[src/rtl/core/esc_pkg.sv]
package esc_pkg;

	localparam int NumStages = 12;

	localparam logic [11:0] BaseYear    = 12'd2000;
	localparam logic [11:0] CenturyNext = 12'd2100;
	localparam logic [9:0]  DayUnits    = 10'd675;   // seconds per day over 128
	localparam logic [8:0]  YearDays    = 9'd365;
	localparam logic [11:0] SecsPerHour = 12'd3600;
	localparam logic [11:0] SecsPerMin  = 12'd60;
	localparam logic [11:0] DaysPerWeek = 12'd7;

	localparam logic [22:0] DayRecip  = 23'((64'd1 << 32) / 64'd675);
	localparam logic [15:0] YearRecip = 16'((32'd1 << 24) / 32'd365);
	localparam logic [12:0] HourRecip = 13'((32'd1 << 24) / 32'd3600);
	localparam logic [10:0] MinRecip  = 11'((32'd1 << 16) / 32'd60);
	localparam logic [13:0] WeekRecip = 14'((32'd1 << 16) / 32'd7);

	typedef logic [NumStages-1:0] stage_en_t;

	typedef struct packed {
		logic [31:0] epoch_seconds;
	} epoch_in_t;

	typedef struct packed {
		logic [11:0] year;
		logic [3:0]  month;
		logic [4:0]  day_of_month;
		logic [4:0]  hour;
		logic [5:0]  minute;
		logic [5:0]  sec_of_minute;
		logic [2:0]  weekday;
	} calendar_t;

	typedef struct packed {
		logic [15:0] dayno;
		logic [16:0] tod;
	} day_split_t;

	typedef struct packed {
		logic [11:0] year;
		logic [3:0]  month;
		logic [4:0]  mday;
		logic [4:0]  hour;
		logic [5:0]  min_q;
		logic [6:0]  min_r;
	} date_time_t;

	function automatic logic [8:0] cum_days(input logic leap, input logic [3:0] idx);
		logic [8:0] base;
		case (idx)
			4'd0:    base = 9'd31;
			4'd1:    base = 9'd59;
			4'd2:    base = 9'd90;
			4'd3:    base = 9'd120;
			4'd4:    base = 9'd151;
			4'd5:    base = 9'd181;
			4'd6:    base = 9'd212;
			4'd7:    base = 9'd243;
			4'd8:    base = 9'd273;
			4'd9:    base = 9'd304;
			4'd10:   base = 9'd334;
			default: base = 9'd365;
		endcase
		return base + 9'(leap && (idx != 4'd0));
	endfunction

	// 3 * (m + 1) / 5 for the shifted month 3..14
	function automatic logic [3:0] month_term(input logic [3:0] m);
		logic [3:0] t;
		case (m)
			4'd3:    t = 4'd2;
			4'd4:    t = 4'd3;
			4'd5:    t = 4'd3;
			4'd6:    t = 4'd4;
			4'd7:    t = 4'd4;
			4'd8:    t = 4'd5;
			4'd9:    t = 4'd6;
			4'd10:   t = 4'd6;
			4'd11:   t = 4'd7;
			4'd12:   t = 4'd7;
			4'd13:   t = 4'd8;
			4'd14:   t = 4'd9;
			default: t = 4'd0;
		endcase
		return t;
	endfunction

endpackage

[src/rtl/core/esc_day_split.sv]
module esc_day_split (
	input  logic                clk,
	input  esc_pkg::stage_en_t  en,
	input  logic [31:0]         secs,
	output esc_pkg::day_split_t split
);

	logic [47:0] prod_s1;
	logic [24:0] hi_s1;
	logic [6:0]  lo_s1;
	logic [15:0] qd_s2;
	logic [10:0] rd_s2;
	logic [6:0]  lo_s2;
	logic [15:0] dayno_s3;
	logic [16:0] tod_s3;
	logic [10:0] rd_corr;

	assign rd_corr = rd_s2 - 11'(esc_pkg::DayUnits);

	always_ff @(posedge clk) begin
		if (en[0]) begin
			prod_s1 <= 48'(secs[31:7]) * 48'(esc_pkg::DayRecip);
			hi_s1   <= secs[31:7];
			lo_s1   <= secs[6:0];
		end
		if (en[1]) begin
			qd_s2 <= prod_s1[47:32];
			rd_s2 <= 11'(hi_s1 - 25'(prod_s1[47:32]) * 25'(esc_pkg::DayUnits));
			lo_s2 <= lo_s1;
		end
		if (en[2]) begin
			if (rd_s2 >= 11'(esc_pkg::DayUnits)) begin
				dayno_s3 <= qd_s2 + 16'd2;
				tod_s3   <= {rd_corr[9:0], lo_s2};
			end else begin
				dayno_s3 <= qd_s2 + 16'd1;
				tod_s3   <= {rd_s2[9:0], lo_s2};
			end
		end
	end

	assign split.dayno = dayno_s3;
	assign split.tod   = tod_s3;

endmodule

[config.mk]
export PLATFORM = sky130hd
export DESIGN_NAME = esc_day_split
export DESIGN_NICKNAME = d
export VERILOG_FILES = /design/src/rtl/core/esc_pkg.sv /design/src/rtl/core/esc_day_split.sv
export SDC_FILE = /design/constraint.sdc
export NUM_CORES = 1
export LEC_CHECK = 0
export BUFFER_PORTS_ARGS = -buffer_cell sky130_fd_sc_hd__buf_2
export CAP_MARGIN = 20
export CORE_MARGIN = 5
export CORE_UTILIZATION = 50
export DETAILED_ROUTE_END_ITERATION = 6
export HOLD_SLACK_MARGIN = 0.1
export PLACE_DENSITY = 0.74
export SLEW_MARGIN = 20
export SYNTH_ARGS = -nofsm -noshare
export SYNTH_HDL_FRONTEND = slang
export SYNTH_SLANG_ARGS = --single-unit
[constraint.sdc]
create_clock -name clk -period 17.35 [get_ports clk]
set_clock_uncertainty 0.1 [all_clocks]
set_input_delay 0.8675 -clock clk [delete_from_list [all_inputs] [get_ports clk]]
set_output_delay 0.8675 -clock clk [all_outputs]
set_load 0.01 [all_outputs]
==> impl_metrics.xml <==
<?xml version="1.0" encoding="UTF-8"?>
<metrics>
  <group name="outcome">
    <metric name="outcome" unit="">completed</metric>
  </group>
  <group name="synth">
    <metric name="net_count_after_synthesis" unit="">1542</metric>
    <metric name="avgSynthCellArea" unit="um2">11.92</metric>
    <metric name="synth_sequential_area_ratio" unit="%">24.36</metric>
    <metric name="synth_area" unit="um2">12450</metric>
    <metric name="synth_seq_cells" unit="">101</metric>
    <metric name="netlist.area_leader.share" unit="%">30.25</metric>
    <metric name="synthMostInstantiatedCell" unit="">ha_1</metric>
    <metric name="postSynth.asyncResetShare" unit="%">0</metric>
    <metric name="synthCells" unit="">1044</metric>
    <metric name="cell_type_with_the_largest_total_area_after_synthesis" unit="">ha_1</metric>
    <metric name="synth.distinct_cells" unit="">49</metric>
    <metric name="number_of_enable_flip_flop_cells_after_synthesis" unit="">101</metric>
    <metric name="ys_top_cells_by_count" unit="">301 x ha_1, 219 x inv_1, 152 x fa_1</metric>
    <metric name="ys.flop_type" unit="">edfxtp_1</metric>
    <metric name="yosys_warnings" unit="">0</metric>
    <metric name="ys_top_cells_by_area" unit="">ha_1 30%, fa_1 24%, edfxtp_1 24%, inv_1 6.6%, xnor2_1 2.6%</metric>
  </group>
  <group name="finish">
    <metric name="fillerInstances" unit="">2039</metric>
    <metric name="layout_cells_sized_above_1" unit="%">7.993</metric>
    <metric name="postLayoutCellArea" unit="um2">13480</metric>
    <metric name="post-route-util" unit="%">55.26</metric>
    <metric name="design.final.nets" unit="">1620</metric>
    <metric name="syn_to_final_growth" unit="%">8.282</metric>
    <metric name="antenna_cells" unit="">0</metric>
  </group>
  <group name="timing">
    <metric name="max_freq" unit="MHz">155.0</metric>
    <metric name="finalMaxSlewViolations" unit="">0</metric>
    <metric name="tightestPinTransition" unit="ps">724.5</metric>
    <metric name="finalCriticalPeriod" unit="ps">6452</metric>
    <metric name="endpoints_failing_setup" unit="">0</metric>
    <metric name="slew-limit-headroom" unit="%">51.70</metric>
    <metric name="worst_hold_check_slack" unit="ps">318.5</metric>
    <metric name="hold_violations" unit="">0</metric>
    <metric name="grt_setup_unrepaired" unit="">false</metric>
    <metric name="setup-tns-final" unit="ps">0</metric>
    <metric name="post-route-period-util" unit="%">37.19</metric>
  </group>
  <group name="critical_path">
    <metric name="worst-r2r-cell-count" unit="">15</metric>
    <metric name="critical_path.endpoint" unit="">prod_s1[46]$_DFFE_PP_</metric>
    <metric name="critPathMaxFanout" unit="">10</metric>
    <metric name="crit_path_start_kind" unit="">input port</metric>
    <metric name="arrival" unit="ps">6430</metric>
    <metric name="crit_path_slowest_cell" unit="">fa_1</metric>
    <metric name="critical_path.startpoint" unit="">secs[17]</metric>
    <metric name="cp_slowest_stage_delay" unit="ps">550</metric>
    <metric name="crit_chain" unit="">buf_2 &gt; ha_1 &gt; ha_1 &gt; fa_1 &gt; fa_1 &gt; inv_1 &gt; fa_1 &gt; inv_1 &gt; fa_1 &gt; ha_1 &gt; ha_1 &gt; nand3_1 &gt; a2bb2oi_1 &gt; a221oi_1 &gt; o31a_2 &gt; nor4_1 &gt; o31ai_1 &gt; xor2_1</metric>
    <metric name="regToRegStartpoint" unit="">prod_s1[32]$_DFFE_PP_</metric>
    <metric name="endpoint_kind" unit="">flip-flop</metric>
    <metric name="timing.rr.end" unit="">rd_s2[10]$_DFFE_PP_</metric>
    <metric name="reg2reg_setup_slack" unit="ps">13220</metric>
    <metric name="required_time_at_the_worst_slack_endpoint" unit="ps">17330</metric>
    <metric name="worst-setup-path-type" unit="">input port to flip-flop</metric>
  </group>
  <group name="place">
    <metric name="io_buffers" unit="">68</metric>
    <metric name="post_dp_cell_area" unit="um2">13190</metric>
    <metric name="globalplace.congestion" unit="">0.8363</metric>
    <metric name="dp_hpwl" unit="um">18740</metric>
  </group>
  <group name="min_path">
    <metric name="hp-class" unit="">flip-flop to flip-flop</metric>
  </group>
  <group name="routing">
    <metric name="via_count" unit="">7511</metric>
    <metric name="vias_per_cell" unit="">5.180</metric>
    <metric name="number_of_nets_still_failing_antenna_checks_after_routing" unit="">0</metric>
    <metric name="post-route-drc-count" unit="">0</metric>
    <metric name="detail_route.iter0.violations" unit="">371</metric>
    <metric name="firstDrtPassIters" unit="">6</metric>
    <metric name="route.detailed.wl_per_inst" unit="um">15.19</metric>
    <metric name="routed_wl" unit="um">22030</metric>
  </group>
  <group name="floorplan">
    <metric name="placementRows" unit="">57</metric>
    <metric name="coreArea" unit="um2">24390</metric>
    <metric name="floorplan.die.height" unit="um">167.8</metric>
    <metric name="initial_core_util" unit="%">51.04</metric>
    <metric name="ioPinCount" unit="">78</metric>
    <metric name="die_footprint" unit="um2">28150</metric>
    <metric name="die_w" unit="um">167.8</metric>
  </group>
  <group name="clock_tree">
    <metric name="clk_latency" unit="ps">340</metric>
    <metric name="cts-resized-gates" unit="">0</metric>
    <metric name="cts_hold_buf" unit="">0</metric>
    <metric name="numCtsBuffers" unit="">9</metric>
    <metric name="htree_levels" unit="">3</metric>
    <metric name="post_cts_buffers" unit="">0</metric>
    <metric name="clk_root_buffer_cell" unit="">clkbuf_16</metric>
    <metric name="clock_slew_at_reported_path_ffs" unit="ps">60</metric>
    <metric name="tritoncts_clock_tree" unit="">done</metric>
    <metric name="clock_sinks" unit="">101</metric>
    <metric name="clockBufferDepth" unit="">2</metric>
  </group>
  <group name="global_routing">
    <metric name="grt.total_usage" unit="%">16.49</metric>
    <metric name="wire_length_of_the_first_global_routing_pass" unit="um">37910</metric>
    <metric name="grt_antenna_before_repair" unit="">0</metric>
    <metric name="largest_net_degree_at_the_start_of_global_routing" unit="">35</metric>
    <metric name="grt.overflow.total" unit="">0</metric>
    <metric name="first_global_vias" unit="">7968</metric>
  </group>
  <group name="flow_run">
    <metric name="max-cap-violations" unit="">0</metric>
  </group>
</metrics>
[stage by stage]
step,cells,setup slack [ps]
finish,1450,10900
global route,1450,10630
CTS,1450,10910
detailed placement,1435,10520
global placement,1435,10570
floorplan,1044,11180
[registers in the layout (all words and copies together) (netlist names)]
name	cells
dayno_s3	16
hi_s1	11
lo_s1	7
lo_s2	7
prod_s1	16
qd_s2	16
rd_s2	11
tod_s3	17
[critical path: cells and delay by family]
family	cells	cell delay, ps
XOR/XNOR	1	150
buffers and inverters	3	460
AND/OR/NAND/NOR	2	560
AO/OA/AOI/OAI	4	1000
adder cells (fa/ha/maj)	8	3380
[cell usage in the layout (no fill, tap or decap), types with 2 or more instances in the layout]
cell type	count
o21bai_1	3
clkbuf_16	9
nor4b_1	2
nand3_1	9
nand2_1	25
xor2_1	22
xnor2_1	37
edfxtp_1	101
nor3_1	4
o21ai_0	20
nor2b_1	4
a21o_1	20
and3_1	9
a2111o_1	2
nor4_1	4
buf_2	68
a211oi_1	3
or3_1	2
inv_6	2
nand4_1	10
nor2_1	24
o31ai_1	2
o21a_1	6
ha_1	301
a21oi_1	28
nand2b_1	7
fa_1	152
a221oi_1	4
inv_1	219
a2111oi_0	2
[worst min-delay path by stage]
stage	startpoint	endpoint	cells past startpoint
6_report	lo_s1[0]$_DFFE_PP_	lo_s2[0]$_DFFE_PP_	0
5_1_grt	lo_s1[0]$_DFFE_PP_	lo_s2[0]$_DFFE_PP_	0
4_1_cts	lo_s1[4]$_DFFE_PP_	lo_s2[4]$_DFFE_PP_	0
3_5_place_dp	lo_s1[0]$_DFFE_PP_	lo_s2[0]$_DFFE_PP_	0
3_3_place_gp	lo_s2[0]$_DFFE_PP_	tod_s3[0]$_DFFE_PP_	0
2_1_floorplan	lo_s1[0]$_DFFE_PP_	lo_s2[0]$_DFFE_PP_	0
[cell type report]
type	count	area (um2)	area share (%)
Clock buffer	10	229.0	1.699
Clock inverter	5	60.06	0.4456
Inverter	219	822.0	6.099
Multi-Input combinational cell	723	8589	63.72
Sequential cell	101	3033	22.50
Tap cell	324	405.4	3.008
Timing Repair Buffer	68	340.3	2.525
[layer usage]
layer | part of all wire, % | vias up | track usage, % | routed length [um]
met5 | 0 | - | 0 | 0
li1 | - | 3691 | - | -
met3 | 3.4 | 15 | 2.087 | 740
met2 | 50 | 113 | 29.12 | 11100
met1 | 45 | 3692 | 22.20 | 10020
met4 | 0.78 | 0 | 2.858 | 171
[cell families (layout without fill, tap and decap cells)]
family / Yosys count / count (layout) / share of synthesized area, %
adder cells (fa/ha/maj): 453 / 453 / 54.70
buffers and inverters: 220 / 302 / 6.634
AND/OR/NAND/NOR: 107 / 107 / 4.402
AO/OA/AOI/OAI: 102 / 102 / 5.578
flip-flops: 101 / 101 / 24.36
XOR/XNOR: 59 / 59 / 4.151
multiplexers: 2 / 2 / 0.1709
Power is left out: the tool's default activity adds up to more than one toggle a clock period on the data nets, which glitch-free logic cannot reach.
