### src/rtl/core/esc_pkg.sv
package esc_pkg;

	localparam int NumStages = 12;

	localparam logic [11:0] BaseYear    = 12'd2000;
	localparam logic [11:0] CenturyNext = 12'd2100;
	localparam logic [9:0]  DayUnits    = 10'd675;   // seconds per day over 128
	localparam logic [8:0]  YearDays    = 9'd365;
	localparam logic [11:0] SecsPerHour = 12'd3600;
	localparam logic [11:0] SecsPerMin  = 12'd60;
	localparam logic [11:0] DaysPerWeek = 12'd7;

	localparam logic [22:0] DayRecip  = 23'((64'd1 << 32) / 64'd675);
	localparam logic [15:0] YearRecip = 16'((32'd1 << 24) / 32'd365);
	localparam logic [12:0] HourRecip = 13'((32'd1 << 24) / 32'd3600);
	localparam logic [10:0] MinRecip  = 11'((32'd1 << 16) / 32'd60);
	localparam logic [13:0] WeekRecip = 14'((32'd1 << 16) / 32'd7);

	typedef logic [NumStages-1:0] stage_en_t;

	typedef struct packed {
		logic [31:0] epoch_seconds;
	} epoch_in_t;

	typedef struct packed {
		logic [11:0] year;
		logic [3:0]  month;
		logic [4:0]  day_of_month;
		logic [4:0]  hour;
		logic [5:0]  minute;
		logic [5:0]  sec_of_minute;
		logic [2:0]  weekday;
	} calendar_t;

	typedef struct packed {
		logic [15:0] dayno;
		logic [16:0] tod;
	} day_split_t;

	typedef struct packed {
		logic [11:0] year;
		logic [3:0]  month;
		logic [4:0]  mday;
		logic [4:0]  hour;
		logic [5:0]  min_q;
		logic [6:0]  min_r;
	} date_time_t;

	function automatic logic [8:0] cum_days(input logic leap, input logic [3:0] idx);
		logic [8:0] base;
		case (idx)
			4'd0:    base = 9'd31;
			4'd1:    base = 9'd59;
			4'd2:    base = 9'd90;
			4'd3:    base = 9'd120;
			4'd4:    base = 9'd151;
			4'd5:    base = 9'd181;
			4'd6:    base = 9'd212;
			4'd7:    base = 9'd243;
			4'd8:    base = 9'd273;
			4'd9:    base = 9'd304;
			4'd10:   base = 9'd334;
			default: base = 9'd365;
		endcase
		return base + 9'(leap && (idx != 4'd0));
	endfunction

	// 3 * (m + 1) / 5 for the shifted month 3..14
	function automatic logic [3:0] month_term(input logic [3:0] m);
		logic [3:0] t;
		case (m)
			4'd3:    t = 4'd2;
			4'd4:    t = 4'd3;
			4'd5:    t = 4'd3;
			4'd6:    t = 4'd4;
			4'd7:    t = 4'd4;
			4'd8:    t = 4'd5;
			4'd9:    t = 4'd6;
			4'd10:   t = 4'd6;
			4'd11:   t = 4'd7;
			4'd12:   t = 4'd7;
			4'd13:   t = 4'd8;
			4'd14:   t = 4'd9;
			default: t = 4'd0;
		endcase
		return t;
	endfunction

endpackage

### src/rtl/core/esc_date_time.sv
module esc_date_time (
	input  logic                clk,
	input  esc_pkg::stage_en_t  en,
	input  esc_pkg::day_split_t split,
	output esc_pkg::date_time_t dt
);

	logic [31:0] p2_s4;
	logic [29:0] p3_s4;
	logic [15:0] dayno_s4;
	logic [16:0] tod_s4;

	logic [7:0]  yq_s5;
	logic [9:0]  yr_s5;
	logic [4:0]  hq_s5;
	logic [12:0] hr_s5;

	logic [11:0] year_s6;
	logic [5:0]  leaps_s6;
	logic [8:0]  rem_s6;
	logic [4:0]  hour_s6;
	logic [11:0] tod2_s6;

	logic [11:0] year_s7;
	logic        leap_s7;
	logic [8:0]  rem_s7;
	logic [4:0]  hour_s7;
	logic [22:0] p4_s7;
	logic [11:0] tod2_s7;

	logic [11:0] year_s8;
	logic [3:0]  month_s8;
	logic [4:0]  mday_s8;
	logic [4:0]  hour_s8;
	logic [5:0]  mq_s8;
	logic [6:0]  mr_s8;

	logic [7:0]  yidx_c;
	logic [9:0]  yrem_w;
	logic [4:0]  hour_c;
	logic [12:0] hrem_w;
	logic [11:0] year_c;
	logic        leap_c;
	logic [9:0]  rem_w;
	logic [3:0]  idx_c;
	logic [8:0]  mday_w;

	always_comb begin
		if (yr_s5 >= 10'(esc_pkg::YearDays)) begin
			yidx_c = yq_s5 + 8'd1;
			yrem_w = yr_s5 - 10'(esc_pkg::YearDays);
		end else begin
			yidx_c = yq_s5;
			yrem_w = yr_s5;
		end
		if (hr_s5 >= 13'(esc_pkg::SecsPerHour)) begin
			hour_c = hq_s5 + 5'd1;
			hrem_w = hr_s5 - 13'(esc_pkg::SecsPerHour);
		end else begin
			hour_c = hq_s5;
			hrem_w = hr_s5;
		end
	end

	// back off one year when the remainder falls inside the leap days passed
	always_comb begin
		if (rem_s6 <= 9'(leaps_s6)) begin
			year_c = year_s6 - 12'd1;
			leap_c = (year_c[1:0] == 2'b00);
			rem_w  = 10'(rem_s6) + 10'(esc_pkg::YearDays) + 10'(leap_c) - 10'(leaps_s6);
		end else begin
			year_c = year_s6;
			leap_c = (year_s6[1:0] == 2'b00);
			rem_w  = 10'(rem_s6) - 10'(leaps_s6);
		end
	end

	always_comb begin
		idx_c = 4'd11;
		for (int i = 10; i >= 0; i--) begin
			if (rem_s7 <= esc_pkg::cum_days(leap_s7, 4'(i))) begin
				idx_c = 4'(i);
			end
		end
		if (idx_c == 4'd0) begin
			mday_w = rem_s7;
		end else begin
			mday_w = rem_s7 - esc_pkg::cum_days(leap_s7, idx_c - 4'd1);
		end
	end

	always_ff @(posedge clk) begin
		if (en[3]) begin
			p2_s4    <= 32'(split.dayno) * 32'(esc_pkg::YearRecip);
			p3_s4    <= 30'(split.tod) * 30'(esc_pkg::HourRecip);
			dayno_s4 <= split.dayno;
			tod_s4   <= split.tod;
		end
		if (en[4]) begin
			yq_s5 <= p2_s4[31:24];
			yr_s5 <= 10'(dayno_s4 - 16'(p2_s4[31:24]) * 16'(esc_pkg::YearDays));
			hq_s5 <= p3_s4[28:24];
			hr_s5 <= 13'(tod_s4 - 17'(p3_s4[28:24]) * 17'(esc_pkg::SecsPerHour));
		end
		if (en[5]) begin
			year_s6  <= 12'(yidx_c) + esc_pkg::BaseYear;
			leaps_s6 <= 6'((9'(yidx_c) + 9'd3) >> 2);
			rem_s6   <= yrem_w[8:0];
			hour_s6  <= hour_c;
			tod2_s6  <= hrem_w[11:0];
		end
		if (en[6]) begin
			year_s7 <= year_c;
			leap_s7 <= leap_c;
			rem_s7  <= rem_w[8:0];
			hour_s7 <= hour_s6;
			p4_s7   <= 23'(tod2_s6) * 23'(esc_pkg::MinRecip);
			tod2_s7 <= tod2_s6;
		end
		if (en[7]) begin
			year_s8  <= year_s7;
			month_s8 <= idx_c + 4'd1;
			mday_s8  <= mday_w[4:0];
			hour_s8  <= hour_s7;
			mq_s8    <= p4_s7[21:16];
			mr_s8    <= 7'(tod2_s7 - 12'(p4_s7[21:16]) * esc_pkg::SecsPerMin);
		end
	end

	assign dt.year  = year_s8;
	assign dt.month = month_s8;
	assign dt.mday  = mday_s8;
	assign dt.hour  = hour_s8;
	assign dt.min_q = mq_s8;
	assign dt.min_r = mr_s8;

endmodule

### config.mk
export PLATFORM = sky130hd
export DESIGN_NAME = esc_date_time
export DESIGN_NICKNAME = d
export VERILOG_FILES = /design/src/rtl/core/esc_pkg.sv /design/src/rtl/core/esc_date_time.sv
export SDC_FILE = /design/constraint.sdc
export NUM_CORES = 1
export LEC_CHECK = 0
export BUFFER_PORTS_ARGS = -buffer_cell sky130_fd_sc_hd__buf_4
export CAP_MARGIN = 20
export CORE_MARGIN = 1.5
export CORE_UTILIZATION = 25
export CTS_CLUSTER_DIAMETER = 80
export DETAILED_ROUTE_END_ITERATION = 8
export GPL_TIMING_DRIVEN = 0
export PLACE_DENSITY = 0.46
export SETUP_SLACK_MARGIN = 0.4
export SLEW_MARGIN = 10
export SYNTH_ARGS = -nofsm -noshare
export SYNTH_HDL_FRONTEND = slang
export SYNTH_SLANG_ARGS = --single-unit
### constraint.sdc
create_clock -name clk -period 6.8 [get_ports clk]
set_input_delay 0.34 -clock clk [delete_from_list [all_inputs] [get_ports clk]]
set_output_delay 0.34 -clock clk [all_outputs]
set_load 0.02 [all_outputs]
==> impl_metrics.json <==
{
  "gp_congestion": 0.804,
  "min_to": "tod_s4[0]$_DFFE_PP_",
  "period_minus_slack_ps": 6000,
  "io_pins": 85,
  "setup_tns_ps": 0,
  "viasPerCell": 4.16,
  "worstReg2RegStart": "leap_s7$_DFFE_PP_",
  "cts_inserted_buffers": 17,
  "synth.yosys.seq_area_share": 0.329,
  "vias": 10700,
  "synth_area_mm2": 0.0177,
  "hold_violations": 0,
  "end_kind": "flop",
  "ys.warnings.count": 0,
  "yosys-top-cells-count": "ha_1 (369), inv_1 (277), edfxtp_1 (194)",
  "yosysTopAreaCell": "edfxtp_1",
  "drt-total-wl_um": 33000,
  "core_region_area_mm2": 0.0701,
  "grt_overflow": 0,
  "syn_to_final_growth_pct": 13.1,
  "first_pass_iters": 6,
  "drc": 0,
  "r2r_cells": 24,
  "finalSetupViolCount": 0,
  "layout.nets": 2175,
  "start_kind": "flop",
  "grt_pass1_wl_um": 56400,
  "fin_crit_sh": 0.882,
  "crit_fanout": 5,
  "r2r-end": "mday_s8[4]$_DFFE_PP_",
  "netlist_top_cells_area": "edfxtp_1 (33%), ha_1 (26%), fa_1 (15%)",
  "crit_required_ps": 7010,
  "io_buffers": 77,
  "synth_most_common_cell": "ha_1",
  "clkLatencyLatePin_ps": 460,
  "final.setup_skew_ps": 9.68,
  "tightest_slew_ps": 610,
  "critPathKind": "flop to flop",
  "min_path_cells": 1,
  "yosys_register_bits": 194,
  "cts_buffer_depth": 2,
  "detail-route-antenna-nets": 0,
  "htree_levels": 4,
  "fin_area_mm2": 0.0201,
  "fill_cells": 7354,
  "fp-row-count": 97,
  "finalMaxSlewViolations": 0,
  "grt_pass1_vias": 11400,
  "syn_inst": 1531,
  "cts_tree": "yes",
  "grt_max_degree": 44,
  "synth_async_sr_flop_share": 0,
  "hpwl_um": 27100,
  "wire_per_inst_um": 12.8,
  "drtIter0Drc": 333,
  "synth_top_area_share": 0.329,
  "ys.flop_type": "edfxtp_1",
  "cts_root_buf": "clkbuf_16",
  "path_clk_slew_ps": 70,
  "grtUsageTotal": 0.0949,
  "drive_gt1_frac": 0.0817,
  "synth.avg_cell_area_um2": 11.6,
  "reg2reg_slack_ps": 800,
  "min_from": "split[0]",
  "antenna-diode-count": 0,
  "cts_sinks": 194,
  "initial_utilization": 0.253,
  "yosys.cell_types.count": 72,
  "cp_data_arrival_time_ps": 6210,
  "syn-num-nets": 2079,
  "placed_area_mm2": 0.0195,
  "slew_headroom": 0.588,
  "maxCapViolations": 0,
  "fp.dieW_um": 269,
  "dieArea_mm2": 0.0725,
  "antenna_found_initial": 0,
  "rsz0062_at_grt": "false",
  "min_path_type": "input port to flop",
  "die_y_um": 269,
  "fmax_mhz": 167,
  "outcome": "complete, no violations",
  "synth_edf_count": 194
}
==> repair_timing <==
item                                   CTS  global route
hold buffers                             0             0
endpoints found under the hold margin    0             0
setup endpoints to repair                0             1
setup buffers                            0             0
resized for setup                        0             2
==> registers in the layout, indices dropped and copies added (netlist names), 9 cells and up <==
register and cells:
hr_s5 13, rem_s6 9, year_s6 11, rem_s7 9
year_s7 12, dayno_s4 10, tod2_s6 12, year_s8 12
tod_s4 13, yr_s5 10
==> worst max-delay path by stage <==
stage                 startpoint                    to  slack (ps)  cells past startpoint
6_report       leap_s7$_DFFE_PP_  mday_s8[4]$_DFFE_PP_         800                     24
5_1_grt        leap_s7$_DFFE_PP_  mday_s8[4]$_DFFE_PP_         440                     24
2_1_floorplan  leap_s7$_DFFE_PP_  mday_s8[4]$_DFFE_PP_        1300                     24
4_1_cts        leap_s7$_DFFE_PP_  mday_s8[4]$_DFFE_PP_         560                     22
3_5_place_dp   leap_s7$_DFFE_PP_  mday_s8[4]$_DFFE_PP_         570                     22
3_3_place_gp   leap_s7$_DFFE_PP_  mday_s8[4]$_DFFE_PP_         610                     22
==> per-stage QoR <==
stage	utilization	cells	worst slack [ps]	hold slack, ps
after detailed placement	0.278	2548	574	405
after CTS	0.286	2580	558	103
after global routing	0.286	2580	444	104
after global placement	0.278	2548	614	405
after floorplan	-	1531	1300	400
final	0.286	2580	805	133
==> cells by family after synthesis <==
logic type      Yosys count  share of synthesized area
compound gates          199                     0.0743
buf+inv                 290                     0.0622
simple gates            221                     0.0622
mux                       6                    0.00353
fa+ha+maj               502                      0.410
flops                   194                      0.329
xor+xnor                119                     0.0588
==> layout make-up <==
cell class	count	area, um^2	share of cell area
multi-input combinational	1047	10800	0.539
sequential	194	5830	0.290
tap	940	1180	0.0586
inverter	277	1040	0.0518
timing repair buffer	77	578	0.0288
clock buffer	18	429	0.0214
clock inverter	14	129	0.00642
buffer	13	62.6	0.00312
==> cells in the final DEF, fill, tap and decap left out, types with 35 or more instances in the layout <==
cell,synthesis,layout
nor2_1,51,51
fa_1,133,133
buf_4,2,79
o21ai_0,35,35
edfxtp_1,194,194
xnor2_1,88,87
a21oi_1,61,61
nand2_1,55,55
inv_1,277,277
ha_1,369,369
==> worst max-delay path, stage by stage (launching register included) <==
cell	delay, ps
edfxtp_1	450
inv_1	210
ha_1	320
and3b_1	210
a311o_1	360
a21oi_1	160
nand2_1	80
a31oi_1	160
o31ai_1	110
o31ai_1	110
ha_1	270
inv_1	100
xnor2_2	250
mux2_1	350
a21oi_1	230
fa_1	480
ha_1	190
or2_2	300
fa_1	380
nand2b_1	170
a21oi_1	190
xnor2_1	100
or3_1	340
a21boi_1	170
xor2_1	80
==> per-layer routing <==
| layer | global-route usage | part of all wire | vias up |
|---|---|---|---|
| li1 | - | - | 5473 |
| met1 | 0.120 | 0.47 | 5152 |
| met2 | 0.167 | 0.49 | 100 |
| met3 | 0.0189 | 0.024 | 18 |
| met4 | 0.0197 | 0.0088 | 0 |
| met5 | 0 | 0 | - |
Power is not shown: default switching activity piles up to over one toggle a cycle in this logic, so the estimate is an artifact.
