$ cat src/rtl/core/esc_pkg.sv
package esc_pkg;

	localparam int NumStages = 12;

	localparam logic [11:0] BaseYear    = 12'd2000;
	localparam logic [11:0] CenturyNext = 12'd2100;
	localparam logic [9:0]  DayUnits    = 10'd675;   // seconds per day over 128
	localparam logic [8:0]  YearDays    = 9'd365;
	localparam logic [11:0] SecsPerHour = 12'd3600;
	localparam logic [11:0] SecsPerMin  = 12'd60;
	localparam logic [11:0] DaysPerWeek = 12'd7;

	localparam logic [22:0] DayRecip  = 23'((64'd1 << 32) / 64'd675);
	localparam logic [15:0] YearRecip = 16'((32'd1 << 24) / 32'd365);
	localparam logic [12:0] HourRecip = 13'((32'd1 << 24) / 32'd3600);
	localparam logic [10:0] MinRecip  = 11'((32'd1 << 16) / 32'd60);
	localparam logic [13:0] WeekRecip = 14'((32'd1 << 16) / 32'd7);

	typedef logic [NumStages-1:0] stage_en_t;

	typedef struct packed {
		logic [31:0] epoch_seconds;
	} epoch_in_t;

	typedef struct packed {
		logic [11:0] year;
		logic [3:0]  month;
		logic [4:0]  day_of_month;
		logic [4:0]  hour;
		logic [5:0]  minute;
		logic [5:0]  sec_of_minute;
		logic [2:0]  weekday;
	} calendar_t;

	typedef struct packed {
		logic [15:0] dayno;
		logic [16:0] tod;
	} day_split_t;

	typedef struct packed {
		logic [11:0] year;
		logic [3:0]  month;
		logic [4:0]  mday;
		logic [4:0]  hour;
		logic [5:0]  min_q;
		logic [6:0]  min_r;
	} date_time_t;

	function automatic logic [8:0] cum_days(input logic leap, input logic [3:0] idx);
		logic [8:0] base;
		case (idx)
			4'd0:    base = 9'd31;
			4'd1:    base = 9'd59;
			4'd2:    base = 9'd90;
			4'd3:    base = 9'd120;
			4'd4:    base = 9'd151;
			4'd5:    base = 9'd181;
			4'd6:    base = 9'd212;
			4'd7:    base = 9'd243;
			4'd8:    base = 9'd273;
			4'd9:    base = 9'd304;
			4'd10:   base = 9'd334;
			default: base = 9'd365;
		endcase
		return base + 9'(leap && (idx != 4'd0));
	endfunction

	// 3 * (m + 1) / 5 for the shifted month 3..14
	function automatic logic [3:0] month_term(input logic [3:0] m);
		logic [3:0] t;
		case (m)
			4'd3:    t = 4'd2;
			4'd4:    t = 4'd3;
			4'd5:    t = 4'd3;
			4'd6:    t = 4'd4;
			4'd7:    t = 4'd4;
			4'd8:    t = 4'd5;
			4'd9:    t = 4'd6;
			4'd10:   t = 4'd6;
			4'd11:   t = 4'd7;
			4'd12:   t = 4'd7;
			4'd13:   t = 4'd8;
			4'd14:   t = 4'd9;
			default: t = 4'd0;
		endcase
		return t;
	endfunction

endpackage

$ cat src/rtl/core/esc_weekday.sv
module esc_weekday (
	input  logic                clk,
	input  esc_pkg::stage_en_t  en,
	input  esc_pkg::date_time_t dt,
	output esc_pkg::calendar_t  cal
);

	esc_pkg::calendar_t cal_s9, cal_s10, cal_s11, cal_s12;
	logic [6:0]  base_s9;
	logic [11:0] yw_s9;
	logic [4:0]  cent_s9;
	logic [11:0] sum_s10;
	logic [11:0] sum_s11;
	logic [25:0] p5_s11;

	logic        early_c;
	logic [3:0]  mw_c;
	logic [11:0] yw_c;
	logic [6:0]  sec_w;
	logic [3:0]  r_w;
	logic [3:0]  r_c;

	always_comb begin
		early_c = (dt.month < 4'd3);
		mw_c    = early_c ? (dt.month + 4'd12) : dt.month;
		yw_c    = early_c ? (dt.year - 12'd1) : dt.year;
		sec_w   = dt.min_r - 7'(esc_pkg::SecsPerMin);
	end

	always_comb begin
		r_w = 4'(sum_s11 - 12'(p5_s11[25:16]) * esc_pkg::DaysPerWeek);
		r_c = (r_w >= 4'(esc_pkg::DaysPerWeek)) ? (r_w - 4'(esc_pkg::DaysPerWeek)) : r_w;
	end

	always_ff @(posedge clk) begin
		if (en[8]) begin
			cal_s9.year         <= dt.year;
			cal_s9.month        <= dt.month;
			cal_s9.day_of_month <= dt.mday;
			cal_s9.hour         <= dt.hour;
			cal_s9.weekday      <= 3'd0;
			if (dt.min_r >= 7'(esc_pkg::SecsPerMin)) begin
				cal_s9.minute        <= dt.min_q + 6'd1;
				cal_s9.sec_of_minute <= sec_w[5:0];
			end else begin
				cal_s9.minute        <= dt.min_q;
				cal_s9.sec_of_minute <= dt.min_r[5:0];
			end
			base_s9 <= 7'(dt.mday) + 7'({mw_c, 1'b0}) + 7'(esc_pkg::month_term(mw_c));
			yw_s9   <= yw_c;
			// y/100 - y/400 over the reachable years
			cent_s9 <= (yw_c >= esc_pkg::CenturyNext) ? 5'd16 : 5'd15;
		end
		if (en[9]) begin
			cal_s10 <= cal_s9;
			sum_s10 <= 12'(base_s9) + yw_s9 + (yw_s9 >> 2) - 12'(cent_s9);
		end
		if (en[10]) begin
			cal_s11 <= cal_s10;
			sum_s11 <= sum_s10;
			p5_s11  <= 26'(sum_s10) * 26'(esc_pkg::WeekRecip);
		end
		if (en[11]) begin
			cal_s12.year          <= cal_s11.year;
			cal_s12.month         <= cal_s11.month;
			cal_s12.day_of_month  <= cal_s11.day_of_month;
			cal_s12.hour          <= cal_s11.hour;
			cal_s12.minute        <= cal_s11.minute;
			cal_s12.sec_of_minute <= cal_s11.sec_of_minute;
			cal_s12.weekday       <= 3'(r_c + 4'd1);
		end
	end

	assign cal = cal_s12;

endmodule

$ cat config.mk
export PLATFORM = sky130hd
export DESIGN_NAME = esc_weekday
export DESIGN_NICKNAME = d
export VERILOG_FILES = /design/src/rtl/core/esc_pkg.sv /design/src/rtl/core/esc_weekday.sv
export SDC_FILE = /design/constraint.sdc
export NUM_CORES = 1
export LEC_CHECK = 0
export BUFFER_PORTS_ARGS = -buffer_cell sky130_fd_sc_hd__buf_4
export CAP_MARGIN = 25
export CORE_MARGIN = 2
export CORE_UTILIZATION = 41
export DETAILED_ROUTE_END_ITERATION = 16
export PLACE_DENSITY = 0.57
export SYNTH_ARGS = -nofsm -noshare
export SYNTH_HDL_FRONTEND = slang
export SYNTH_SLANG_ARGS = --single-unit
$ cat constraint.sdc
create_clock -name clk -period 6.8 [get_ports clk]
set_input_delay 0 -clock clk [delete_from_list [all_inputs] [get_ports clk]]
set_output_delay 0 -clock clk [all_outputs]
set_load 0.05 [all_outputs]
==> results of run 1 <==
cell type report:
| class | instances | area [um^2] | area share (%) |
|---|---|---|---|
| Clock inverter | 15 | 195.2 | 1.769 |
| Sequential cell | 196 | 5886 | 53.34 |
| Multi-Input combinational cell | 290 | 2819 | 25.55 |
| Clock buffer | 17 | 425.4 | 3.855 |
| Timing Repair Buffer | 126 | 1051 | 9.525 |
| Tap cell | 280 | 350.3 | 3.175 |
| Inverter | 82 | 307.8 | 2.789 |
cell families after synthesis:
logic type	after synthesis	synth area share (%)
buf+inv	84	3.536
mux	5	0.6516
xor+xnor	51	5.103
compound gates	53	4.146
fa+ha+maj	107	17.17
simple gates	74	4.173
flops	196	65.22
stage by stage:
stage / util [%] / instance area, um^2 / worst slack (ns)
floorplan: - / 9024 / 3.271
global placement: 46.08 / 9993 / 2.995
detailed placement: 46.08 / 9993 / 2.942
CTS: 50.88 / 11030 / 2.932
global route: 50.88 / 11030 / 2.770
finish: 50.88 / 11030 / 2.957
worst max-delay path, delay by kind of cell, from the launching register on:
kind,cells,cell delay [ns]
compound gates,3,0.79
fa+ha+maj,5,2.01
buf+inv,2,0.11
simple gates,1,0.08
xor+xnor,1,0.18
flops,1,0.43
flip-flops by register name, indices dropped and copies added, names as in the netlist:
signal and cells:
p5_s11 4, cal 41, yw_s9 12, cent_s9 2
cal_s10 38, cal_s11 38, sum_s11 4, base_s9 7
sum_s10 12, cal_s9 38
metal layers:
layer | vias up | routed length [um] | part of all wire (%) | GRT usage, %
met2 | 89 | 6927 | 50 | 21.13
met1 | 2252 | 5990 | 44 | 15.13
met4 | 0 | 162 | 1.2 | 4.272
met3 | 12 | 648 | 4.7 | 3.953
li1 | 2343 | - | - | -
met5 | - | 0 | 0 | 0
power breakdown:
part / switching [mW] / total [mW] / leakage (nW) / internal [mW]
clock network: 0.451 / 1.01 / 0.300 / 0.561
registers: 0.0826 / 1.76 / 1.92 / 1.68
logic: 1.66 / 3.16 / 2.30 / 1.50
total: 2.19 / 5.93 / 4.52 / 3.74
cell usage in the layout (no fill, tap or decap), types with 15 or more instances in the layout:
master	synthesis	routed
clkbuf_16	0	17
fa_1	28	28
inv_1	82	82
xor2_1	15	15
dlygate4sd3_1	0	42
xnor2_1	35	35
ha_1	79	79
nand2_1	16	16
edfxtp_1	196	196
buf_4	1	84
nor2_1	15	15
worst min-delay path by stage:
stage | startpoint | to
CTS | en[11] | cal[4]
finish | en[11] | cal[4]
detailed placement | dt[16] | cal_s9[18]
floorplan | dt[13] | cal_s9[15]
global route | en[11] | cal[4]
global placement | dt[0] | cal_s9[3]
==> impl_results.md, run 1 <==
- Run status: completed
- Peak VDD IR: 0.4948 mV
- Leakage dissipation: 4.522 nW
- Overflow after GRT: 0
- Number of DRC markers in iteration 0: ~280
- Crit-path slowest cell: fa_1
- Net count, final: about 870
- Routed Antenna Nets: 0
- Cells after Synth: 570
- Vias per cell: about 4.7
- Final routed DRC violation total: 0
- Setup bufs post-CTS: 0
- Async set or reset register ratio after synthesis: 0%
- Mapped Nets: roughly 730
- Seq/Total Area, Yosys: about 65%
- CP endpoint: p5_s11[19]
- Max-cap viol count: 0
- Largest net degree at the start of global routing: 60
- Total power: about 5.9 mW
- Most used DFF post-synth: edfxtp_1
- RSZ-0062 raised after global routing: false
- Cell Pwr Density: 537.4 nW/um^2
- Buffer depth of the longest clock path: 2
- Final slew viol count: 0
- Wirelength per Cell: 13.65 um
- Worst EP arrival: 4.01 ns
- I/O Buffers: 84
- Worst R2R Setup Slack: about 3.0 ns
- Total wire length: 13730 um
- GP Congestion: around 0.82
- Critical Path Max Stage Delay: 0.55 ns
- Worst R2R Path Depth: 12
- CP Launch Type: flop
- Die Span X: ~150 um
- Max Fclk: ~0.26 GHz
- CTS buffer count: 17
- Syn. warnings: 0
- P&R area growth vs syn: 22.28%
- Total die area: between 20000 and 25000 um^2
- Period utilization: a little under three fifths
- Critical path peak fanout: 3
- Hold_ws: 0.05517 ns
- CTS resizes: 0
- Antenna violations before repair: 0
- Number of flops mapped to enable cells by yosys: between 150 and 200
- Fin crit period: 3.843 ns
- First-pass GRT wire length: 22690 um
- Post-Syn Area per Cell: 15.83 um^2
- Clock Latency Late Sink: ~0.43 ns
- Fin Clk Skew: roughly 0.0099 ns
- Hold Crit Class: input port to flop
- FF-to-FF Start: sum_s10[6]
- Max_slew headroom: around half
- Most frequent cell after synthesis: edfxtp_1
- Synth area leader: edfxtp_1
- Clk sink count: approximately 200
- Largest cells by area after synthesis: edfxtp_1 65%, ha_1 11%, fa_1 6.2%
- Kind of critical path: flop to flop
- Hold-fix buffers, CTS: 42
- DRT Pass-1 Iters: 4
- DP HPWL: 9960 um
- Worst slew pin tran: 0.7597 ns
- Final Non-Filler Cells: 1006
- Fillers: 1810
- I/O pins: 93
- Synth cell types: 48
- Ordered list of cells on the worst path: ha_1 > fa_1 > inv_1 > fa_1 > inv_1 > ha_1 > ha_1 > a21oi_1 > nand2_1 > a221oi_1 > a31oi_1 > xnor2_1
- Gr usage total: about 12%
- Share of cells above drive strength 1: between 10% and 20%
- Std cell rows: 54
- Hold path depth: 1
- Total number of vias: roughly 4700
- CTS tree: yes
- Synth top area share: between 60% and 70%
- RR Endpoint: p5_s11[19]
- Final Setup Violations: 0
- Mapped cell area: 9024 um^2
- Top post-synthesis cells by count: 196 x edfxtp_1, 82 x inv_1, 79 x ha_1
- Most used cell, CP: ha_1
- Vias in the first global route: ~4800
- Final hold vios: 0
- Critical path endpoint category: flop
- Cell count after placement: around 930
- Initial Util: between 40% and 50%
- Crit path from: sum_s10[6]
- Clk root buf: clkbuf_16
- Antenna Cells: 0
- Setup TNS: 0 ns
- Chip height: about 150 um
- WP data required: about 7 ns
- Register bit count reported by yosys: approximately 200
- Clock transition at path regs: around 0.07 ns
- Core ar.: 21690 um^2
- CTS H-Tree Depth: 4
Power figures use the tool's default switching activity.
==> inputs of run 2 (changes only) <==
- clock period: 6.8 -> 3.7 ns (I/O delays scaled with it)
==> impl_results.md, run 2 (synthesized netlist as in run 1, its figures left out) <==
- Worst slack, placed: -0.01308 ns (-2.955 ns)
- I/O Buffers: 84 (unchanged)
- CTS buffer count: 17 (unchanged)
- Post-route setup slack: 0.08847 ns (-2.868 ns)
- Fillers: 1803 (-0.39%)
- Fin Clk Skew: 0.01024 ns (+0.0003433 ns)
- First-pass GRT wire length: 23760 um (+4.7%)
- Worst slew pin tran: 0.7510 ns (-0.008697 ns)
- Period utilization: 97.61% (+41 points)
- WP data required: 3.88 ns (-3.09 ns)
- Wirelength per Cell: 14.17 um (+3.8%)
- Net count, final: 875 (+0.34%)
- Largest net degree at the start of global routing: 60 (unchanged)
- Util after Layout: 51.22% (+0.35 points)
- Vias per cell: 4.729 (+1.3%)
- Gr usage total: 12.91% (+0.45 points)
- CP Launch Type: flop
- Max reg flops: 41 (unchanged)
- Kind of critical path: flop to flop
- Final slew viol count: 0 (unchanged)
- Cell count after placement: 936 (+0.43%)
- Chip height: 152.4 um (unchanged)
- Final Non-Filler Cells: 1009 (+0.30%)
- Worst EP arrival: 3.79 ns (-0.22 ns)
- CTS tree: yes
- Clk sink count: 196 (unchanged)
- CTS H-Tree Depth: 4 (unchanged)
- Number of DRC markers in iteration 0: 253 (-10%)
- Antenna Cells: 0 (unchanged)
- Clk root buf: clkbuf_16
- Commonest cells after routing, fill and taps aside: 196 x edfxtp_1, 89 x buf_4, 82 x inv_1, 76 x ha_1, 40 x dlygate4sd3_1
- Fin crit period: 3.612 ns (-0.2320 ns)
- I/O pins: 93 (unchanged)
- Hold Crit Class: input port to flop
- Final Setup Violations: 0 (unchanged)
- Buffer depth of the longest clock path: 2 (unchanged)
- Antenna violations before repair: 0 (unchanged)
- DP HPWL: 10470 um (+5.1%)
- Final routed DRC violation total: 0 (unchanged)
- P&R area growth vs syn: 23.11%
- Most common cell after layout, fill and taps aside: edfxtp_1
- Clock Latency Late Sink: 0.43 ns (about the same)
- Share of cells above drive strength 1: 19.34% (+1.8 points)
- Clock transition at path regs: 0.08 ns (about the same)
- Total die area: 23210 um^2 (unchanged)
- Critical path endpoint category: flop
- Routed Antenna Nets: 0 (unchanged)
- Core ar.: 21690 um^2 (unchanged)
- Hold_ws: 0.05290 ns (-0.002269 ns)
- Max_slew headroom: 49.93% (+0.58 points)
- Std cell rows: 54 (unchanged)
- Overflow after GRT: 0 (unchanged)
- Die Span X: 152.4 um (unchanged)
- Max-cap viol count: 0 (unchanged)
- Total number of vias: 4772 (+1.6%)
- Vias in the first global route: 5008 (+4.4%)
- Total wire length: 14300 um (+4.2%)
- Initial Util: 41.61% (unchanged)
- Run status: completed
- DRT Pass-1 Iters: 4 (unchanged)
- Critical path peak fanout: 4 (+1)
- Max Fclk: 0.2769 GHz (+6.4%)
- Final hold vios: 0 (unchanged)
- GP Congestion: 0.7726 (-6.3%)
run 2: timing repair:
item                                    CTS  global route
endpoints found under the setup margin    2             4
hold buffers                             40             0
pin swaps                                 0             2
hold endpoints to repair                 52             0
buffers inserted                          0             1
gates resized for setup                   1            10
run 2: area by class of cell:
class                   instances  area [um^2]  area share, %
repair buffers                129         1069          9.618
clock inverters                15        173.9          1.565
inverters                      82        307.8          2.771
flip-flops and latches        196         5886          52.98
well taps                     280        350.3          3.154
multi-input cells             290         2898          26.08
clock buffers                  17        425.4          3.829
run 2: final timing paths:
check	startpoint	cells after the start	endpoint	slack, ns
setup / recovery	sum_s10[8]	10	p5_s11[19]	0.09
setup reg to reg	sum_s10[8]	10	p5_s11[19]	0.09
hold / removal	en[11]	1	cal[4]	0.05
hold reg to reg	cal_s9[5]	0	cal_s10[5]	0.42
run 2: metal layers:
| metal | GRT usage (%) | wire length [um] | share of wire [%] | up-vias |
|---|---|---|---|---|
| li1 | - | - | - | 2355 |
| met1 | 15.83 | 6235 | 44 | 2303 |
| met2 | 22.18 | 7262 | 51 | 91 |
| met3 | 3.356 | 550 | 3.8 | 23 |
| met4 | 4.628 | 249 | 1.7 | 0 |
| met5 | 0 | 0 | 0 | - |
run 2: per-stage QoR:
stage	instance area [um^2]	setup TNS [ns]
6_report	11110	0
5_1_grt	11110	-0.05754
4_1_cts	11030	0
3_5_place_dp	10020	-0.01851
3_3_place_gp	10020	0
2_1_floorplan	9024	0
run 2: worst max-delay path: stages, from the launching register on:
cell	delay, ns
edfxtp_1	0.42
ha_1	0.33
fa_1	0.53
inv_1	0.07
fa_2	0.59
xor2_1	0.22
ha_1	0.30
a21o_1	0.24
a221oi_4	0.38
a31oi_2	0.15
xnor2_1	0.15
Power of run 2 is left out: the tool's default activity adds up to more than one toggle a clock period on the data nets, which glitch-free logic cannot reach.
